$ cat src/hw/rtl/sri_pkg.sv
// Types and constants shared by the systematic resampler modules.
package sri_pkg;

    localparam int CMD_W    = 1;
    localparam int WEIGHT_W = 31;
    localparam int OFFSET_W = 32;
    localparam int SLOT_W   = 10;
    localparam int ANC_W    = 10;
    localparam int SUM_W    = 32;

    localparam logic [CMD_W-1:0] CMD_LOAD  = 1'b0;
    localparam logic [CMD_W-1:0] CMD_QUERY = 1'b1;

    typedef enum logic [2:0] {
        ST_IDLE,
        ST_MUL,
        ST_QUOT,
        ST_FIX,
        ST_SETUP,
        ST_SEARCH,
        ST_EMIT
    } state_t;

    typedef struct packed {
        logic write_edge;
        logic capture;
        logic multiply;
        logic quotient;
        logic correct;
        logic setup;
        logic search_step;
        logic emit;
    } dp_cmd_t;

    typedef struct packed {
        logic search_done;
    } dp_status_t;

endpackage

$ cat src/hw/rtl/sri_ctrl.sv
// Controller state machine of the systematic resampler.
module sri_ctrl (
    input  logic                       clk,
    input  logic                       rst_n,
    input  logic                       item_valid,
    output logic                       item_ready,
    input  logic [sri_pkg::CMD_W-1:0]  cmd,
    output logic                       result_valid,
    input  logic                       result_ready,
    output sri_pkg::dp_cmd_t           dp_cmd,
    input  sri_pkg::dp_status_t        dp_status
);

    sri_pkg::state_t state_reg;
    sri_pkg::state_t state_next;
    logic            result_valid_reg;
    logic            result_valid_next;

    always_ff @(posedge clk or negedge rst_n)
    begin
        if (!rst_n)
        begin
            state_reg        <= sri_pkg::ST_IDLE;
            result_valid_reg <= 1'b0;
        end
        else
        begin
            state_reg        <= state_next;
            result_valid_reg <= result_valid_next;
        end
    end

    always_comb
    begin
        state_next = state_reg;
        dp_cmd     = '0;
        item_ready = 1'b0;
        case (state_reg)
            sri_pkg::ST_IDLE:
            begin
                item_ready = 1'b1;
                if (item_valid)
                begin
                    if (cmd == sri_pkg::CMD_QUERY)
                    begin
                        dp_cmd.capture = 1'b1;
                        state_next     = sri_pkg::ST_MUL;
                    end
                    else
                    begin
                        dp_cmd.write_edge = 1'b1;
                    end
                end
            end
            sri_pkg::ST_MUL:
            begin
                dp_cmd.multiply = 1'b1;
                state_next      = sri_pkg::ST_QUOT;
            end
            sri_pkg::ST_QUOT:
            begin
                dp_cmd.quotient = 1'b1;
                state_next      = sri_pkg::ST_FIX;
            end
            sri_pkg::ST_FIX:
            begin
                dp_cmd.correct = 1'b1;
                state_next     = sri_pkg::ST_SETUP;
            end
            sri_pkg::ST_SETUP:
            begin
                dp_cmd.setup = 1'b1;
                state_next   = sri_pkg::ST_SEARCH;
            end
            sri_pkg::ST_SEARCH:
            begin
                dp_cmd.search_step = 1'b1;
                if (dp_status.search_done)
                begin
                    state_next = sri_pkg::ST_EMIT;
                end
            end
            sri_pkg::ST_EMIT:
            begin
                if (!result_valid_reg || result_ready)
                begin
                    dp_cmd.emit = 1'b1;
                    state_next  = sri_pkg::ST_IDLE;
                end
            end
            default:
            begin
                state_next = sri_pkg::ST_IDLE;
            end
        endcase
    end

    always_comb
    begin
        if (dp_cmd.emit)
        begin
            result_valid_next = 1'b1;
        end
        else if (result_ready)
        begin
            result_valid_next = 1'b0;
        end
        else
        begin
            result_valid_next = result_valid_reg;
        end
    end

    assign result_valid = result_valid_reg;

endmodule

$ cat config.mk
export PLATFORM = sky130hd
export DESIGN_NAME = sri_ctrl
export DESIGN_NICKNAME = d
export VERILOG_FILES = /design/src/hw/rtl/sri_pkg.sv /design/src/hw/rtl/sri_ctrl.sv
export SDC_FILE = /design/constraint.sdc
export NUM_CORES = 1
export LEC_CHECK = 0
export BUFFER_PORTS_ARGS = -buffer_cell sky130_fd_sc_hd__buf_2
export CAP_MARGIN = 20
export CORE_AREA = 2 2 39 41
export CTS_CLUSTER_SIZE = 40
export DETAILED_ROUTE_END_ITERATION = 8
export DIE_AREA = 0 0 41 43
export PLACE_DENSITY = 0.45
export SLEW_MARGIN = 20
export SYNTH_ARGS = -nofsm -noshare
export SYNTH_HDL_FRONTEND = slang
export SYNTH_SLANG_ARGS = --single-unit
$ cat constraint.sdc
create_clock -name clk -period 1.4 [get_ports clk]
set_input_delay 0.14 -clock clk [delete_from_list [all_inputs] [get_ports clk]]
set_output_delay 0.14 -clock clk [all_outputs]
set_load 0.02 [all_outputs]
Word level (Yosys, flattened, before mapping)
Index checks and enable logic that the tools add are counted.
Cells by class
  eq/ne operators: 10
  muxes and demuxes: 19
  reductions and logical operators: 5
Operator list (number)
  one-hot mux 3 bit (7 select lines): 1
  2-to-1 mux 1 bit: 12
  2-to-1 mux 3 bit: 4
  == test 3 bit, second input constant: 3
  inequality test 2 bit, second input constant: 4
  == test 3 x 2 -> 1 bit, second input constant: 2
  2-to-1 mux 2 bit: 2
  AND reduction 4 bit: 1
  == test 3 x 1 -> 1 bit, second input constant: 1
  zero test 3 bit: 1
  nonzero test 2 bit: 1
  zero test 1 bit: 1
  logical OR 1 bit: 1
Word-level totals
  flip-flop bits (word level): 4
  logic and storage cells: 36

Depth between registers and ports, before layout
  depth in word-level cells: 5
  gate-level depth with buffers: 4
  depth with buffers taken out: 3

Worst setup path after synthesis
OpenSTA, ideal clock, no wires.
  path kind: flip-flop to output port
  start point: register state_reg[0]
  end point: output dp_cmd[7] (netlist name)
  data arrival time: 1.160 ns
  setup slack: 0.100 ns
  stages on the path, launching flop included: 5
  buffers on the path: 1
  path through: dfrtp_1 buf_6 nor3_4 nand2_1 nor2_1
RTL lines
  start: declaration: RTL line sri_ctrl.sv:14  | sri_pkg::state_t state_reg;
  start signal: assignment: RTL line sri_ctrl.sv:23  | state_reg <= sri_pkg::ST_IDLE;
  start signal: assignment: RTL line sri_ctrl.sv:28  | state_reg <= state_next;
  end: declaration: RTL line sri_ctrl.sv:10  | output sri_pkg::dp_cmd_t dp_cmd,

==> impl_metrics.tcl <==
set metrics [dict create \
    status "finished clean" \
    dpl_worst_slack_ns 0.228 \
    drtIter0Drc 2 \
    maxCapViolCount 0 \
    hold_viol_final 0 \
    grt_max_degree 11 \
    gp_congestion 0.651 \
    min_period_ns 1.34 \
    swShare 0.464 \
    fin_tns_setup_ns 0 \
    clkLatencyLatePin_ns 0.23 \
    synth_cell_types 20 \
    io_buffers 15 \
    r2r_start "state_reg[1]" \
    remaining_drc_errors 0 \
    clkSlewWorstSetupHoldPaths_ns 0.04 \
    whs_path_depth 3 \
    grt_pass1_vias 277 \
    antenna_found_initial 0 \
    worstSetupEndpointType "output port" \
    whs_endpoint "result_valid" \
    grt.overflow.total 0 \
    fin_ws_ns 0.0552 \
    postSynthAreaPerCell_um2 8.91 \
    cts-root-buf "clkbuf_4" \
    start_util 0.212 \
    yosysSeqAreaShare 0.340 \
    top_layer "met3" \
    cp_data_required_time_ns 1.26 \
    placed_cell_area_um2 348 \
    place_hpwl_um 452 \
    path_class "reg2out" \
    fmax_ghz 0.744 \
    grt_first_pass_wirelength_mm 1.10 \
    drt_wl_total_um 682 \
    antenna_left 0 \
    htreeDepth 1 \
    critPathMaxFanout 6 \
    io_pins 16 \
    largest_reg_flops 3 \
    timing.rr.end "state_reg[0]" \
    area_growth_pct 40.0 \
    num_vias 286 \
    met3_length_um 47 \
    ys_ff_latch 4 \
    clock_power_share 0.148 \
    synth_nets 39 \
    first_pass_iters 2 \
    setup_viol 0 \
    die_area_um2 1760 \
    layout_commonest_cell "buf_2" \
    core-area_um2 1380 \
    switchingPower_w 0.000446 \
    final_area_um2 412 \
    peakVddDrop_v 0.000867 \
    relSlewSlack 0.865 \
    num_rows 14 \
    grt.total_usage 0.100 \
    fp.dieW_um 41 \
    layout.area.seq_um2 104 \
    syn_inst 33 \
    start_kind "register" \
    final.period_utilization 0.961 \
    final_cell_mix "buf_2 (13), buf_4 (5)" \
    p_leak_nw 0.224 \
    worstMarginPinSlew_ns 0.203 \
    holdCritStartpoint "result_ready" \
    cts_tree "done" \
    fin_skew_ns 0.000715 \
    synth.cell_area_um2 294 \
    final_max_slew_viol_count 0 \
    cts_buffer_depth 2 \
    combPwrFrac 0.567 \
    powerDensity_nw_per_um2 2340 \
    wl_per_cell_um 10.2 \
    rrSetupSlack_ns 0.27 \
    n_antenna_cell 0 \
    drive_gt1_frac 0.529 \
    dr_wl_met2_um 301 \
    pwr-share-seq 0.284 \
    worst_hold_path_type "in2reg" \
    met1_length_um 333 \
    r2r_cells 4 \
    numCtsBuffers 3 \
    vias_per_cell 4.27 \
    cp.arrival_ns 1.20 \
    power.internal_w 0.000516 \
    cts_sinks 4 \
    ys_warn_count 0 \
    chipHeight_um 43 \
    multiInputGateArea_um2 143 \
    fill_cells 154 \
    nets 59 \
]
-- through the flow --
stage | instances | hold slack (ns) | utilization | power (W)
after floorplan | 33 | -0.156 | - | 0.000685
after global placement | 60 | -0.0516 | 0.251 | 0.000742
after detailed placement | 60 | -0.0544 | 0.251 | 0.000736
after CTS | 66 | 0.223 | 0.288 | 0.000939
after global routing | 67 | 0.248 | 0.297 | 0.00104
final | 67 | 0.228 | 0.297 | 0.000962
-- routing by layer --
metal	track usage	vias to the layer above
li1	-	147
met1	0.128	127
met2	0.113	12
met3	0.0314	0
met4	0.120	0
met5	0	-
-- cells in the mapped netlist --
library cell  instances  area share
nor3_1                2       0.034
nor2b_1               1       0.021
buf_4                 1       0.026
a211o_1               1       0.030
and3_4                1       0.038
o21ai_0               3       0.051
dfrtp_1               4        0.34
a21o_1                1       0.026
o21ai_1               1       0.017
buf_6                 3        0.11
nor3_4                1       0.055
nor2_1                3       0.038
o22ai_1               1       0.021
and3_1                2       0.043
inv_1                 1       0.013
and2b_1               1       0.026
nand2_1               2       0.026
a21oi_1               1       0.017
nand2b_1              2       0.043
inv_4                 1       0.021
-- cell type report --
type	instances	share of cell area
Clock buffer	3	0.0547
Inverter	2	0.0243
Multi-Input combinational cell	23	0.347
Sequential cell	4	0.252
Tap cell	16	0.0486
Timing Repair Buffer	19	0.274
-- worst max-delay path by stage --
stage,start,endpoint
after global routing,state_reg[1],dp_cmd[7]
after detailed placement,state_reg[0],dp_cmd[6]
after global placement,state_reg[0],dp_cmd[6]
final,state_reg[1],dp_cmd[0]
after CTS,state_reg[2],dp_cmd[6]
after floorplan,state_reg[0],dp_cmd[7]
-- power by group through the flow --
stage               combinational (W)  clock [W]  sequential (W)
finish                       0.000546   0.000143        0.000273
global route                 0.000598   0.000156        0.000285
CTS                          0.000510   0.000150        0.000279
detailed placement           0.000445          0        0.000291
global placement             0.000451          0        0.000291
floorplan                    0.000482          0        0.000203
-- repair_timing --
item / in CTS / in global routing
buffers inserted: 2 / 1
gates resized for setup: 2 / 5
setup endpoints to repair: 2 / 3
hold endpoints to repair: 4 / 0
pin swaps: 0 / 0
hold buffers: 1 / 0
-- critical path, cell delays in order, from the launching register on --
cell,delay [ns]
dfrtp_2,0.43
buf_4,0.16
nand2_1,0.06
nor3_1,0.13
buf_2,0.19
-- cells by family (layout without fill, tap and decap cells) --
logic type	Yosys count	count (layout)	synth area share
buf+inv	6	24	0.174
simple gates	15	15	0.323
flops	4	4	0.340
compound gates	8	8	0.162
Power figures use the tool's default switching activity.
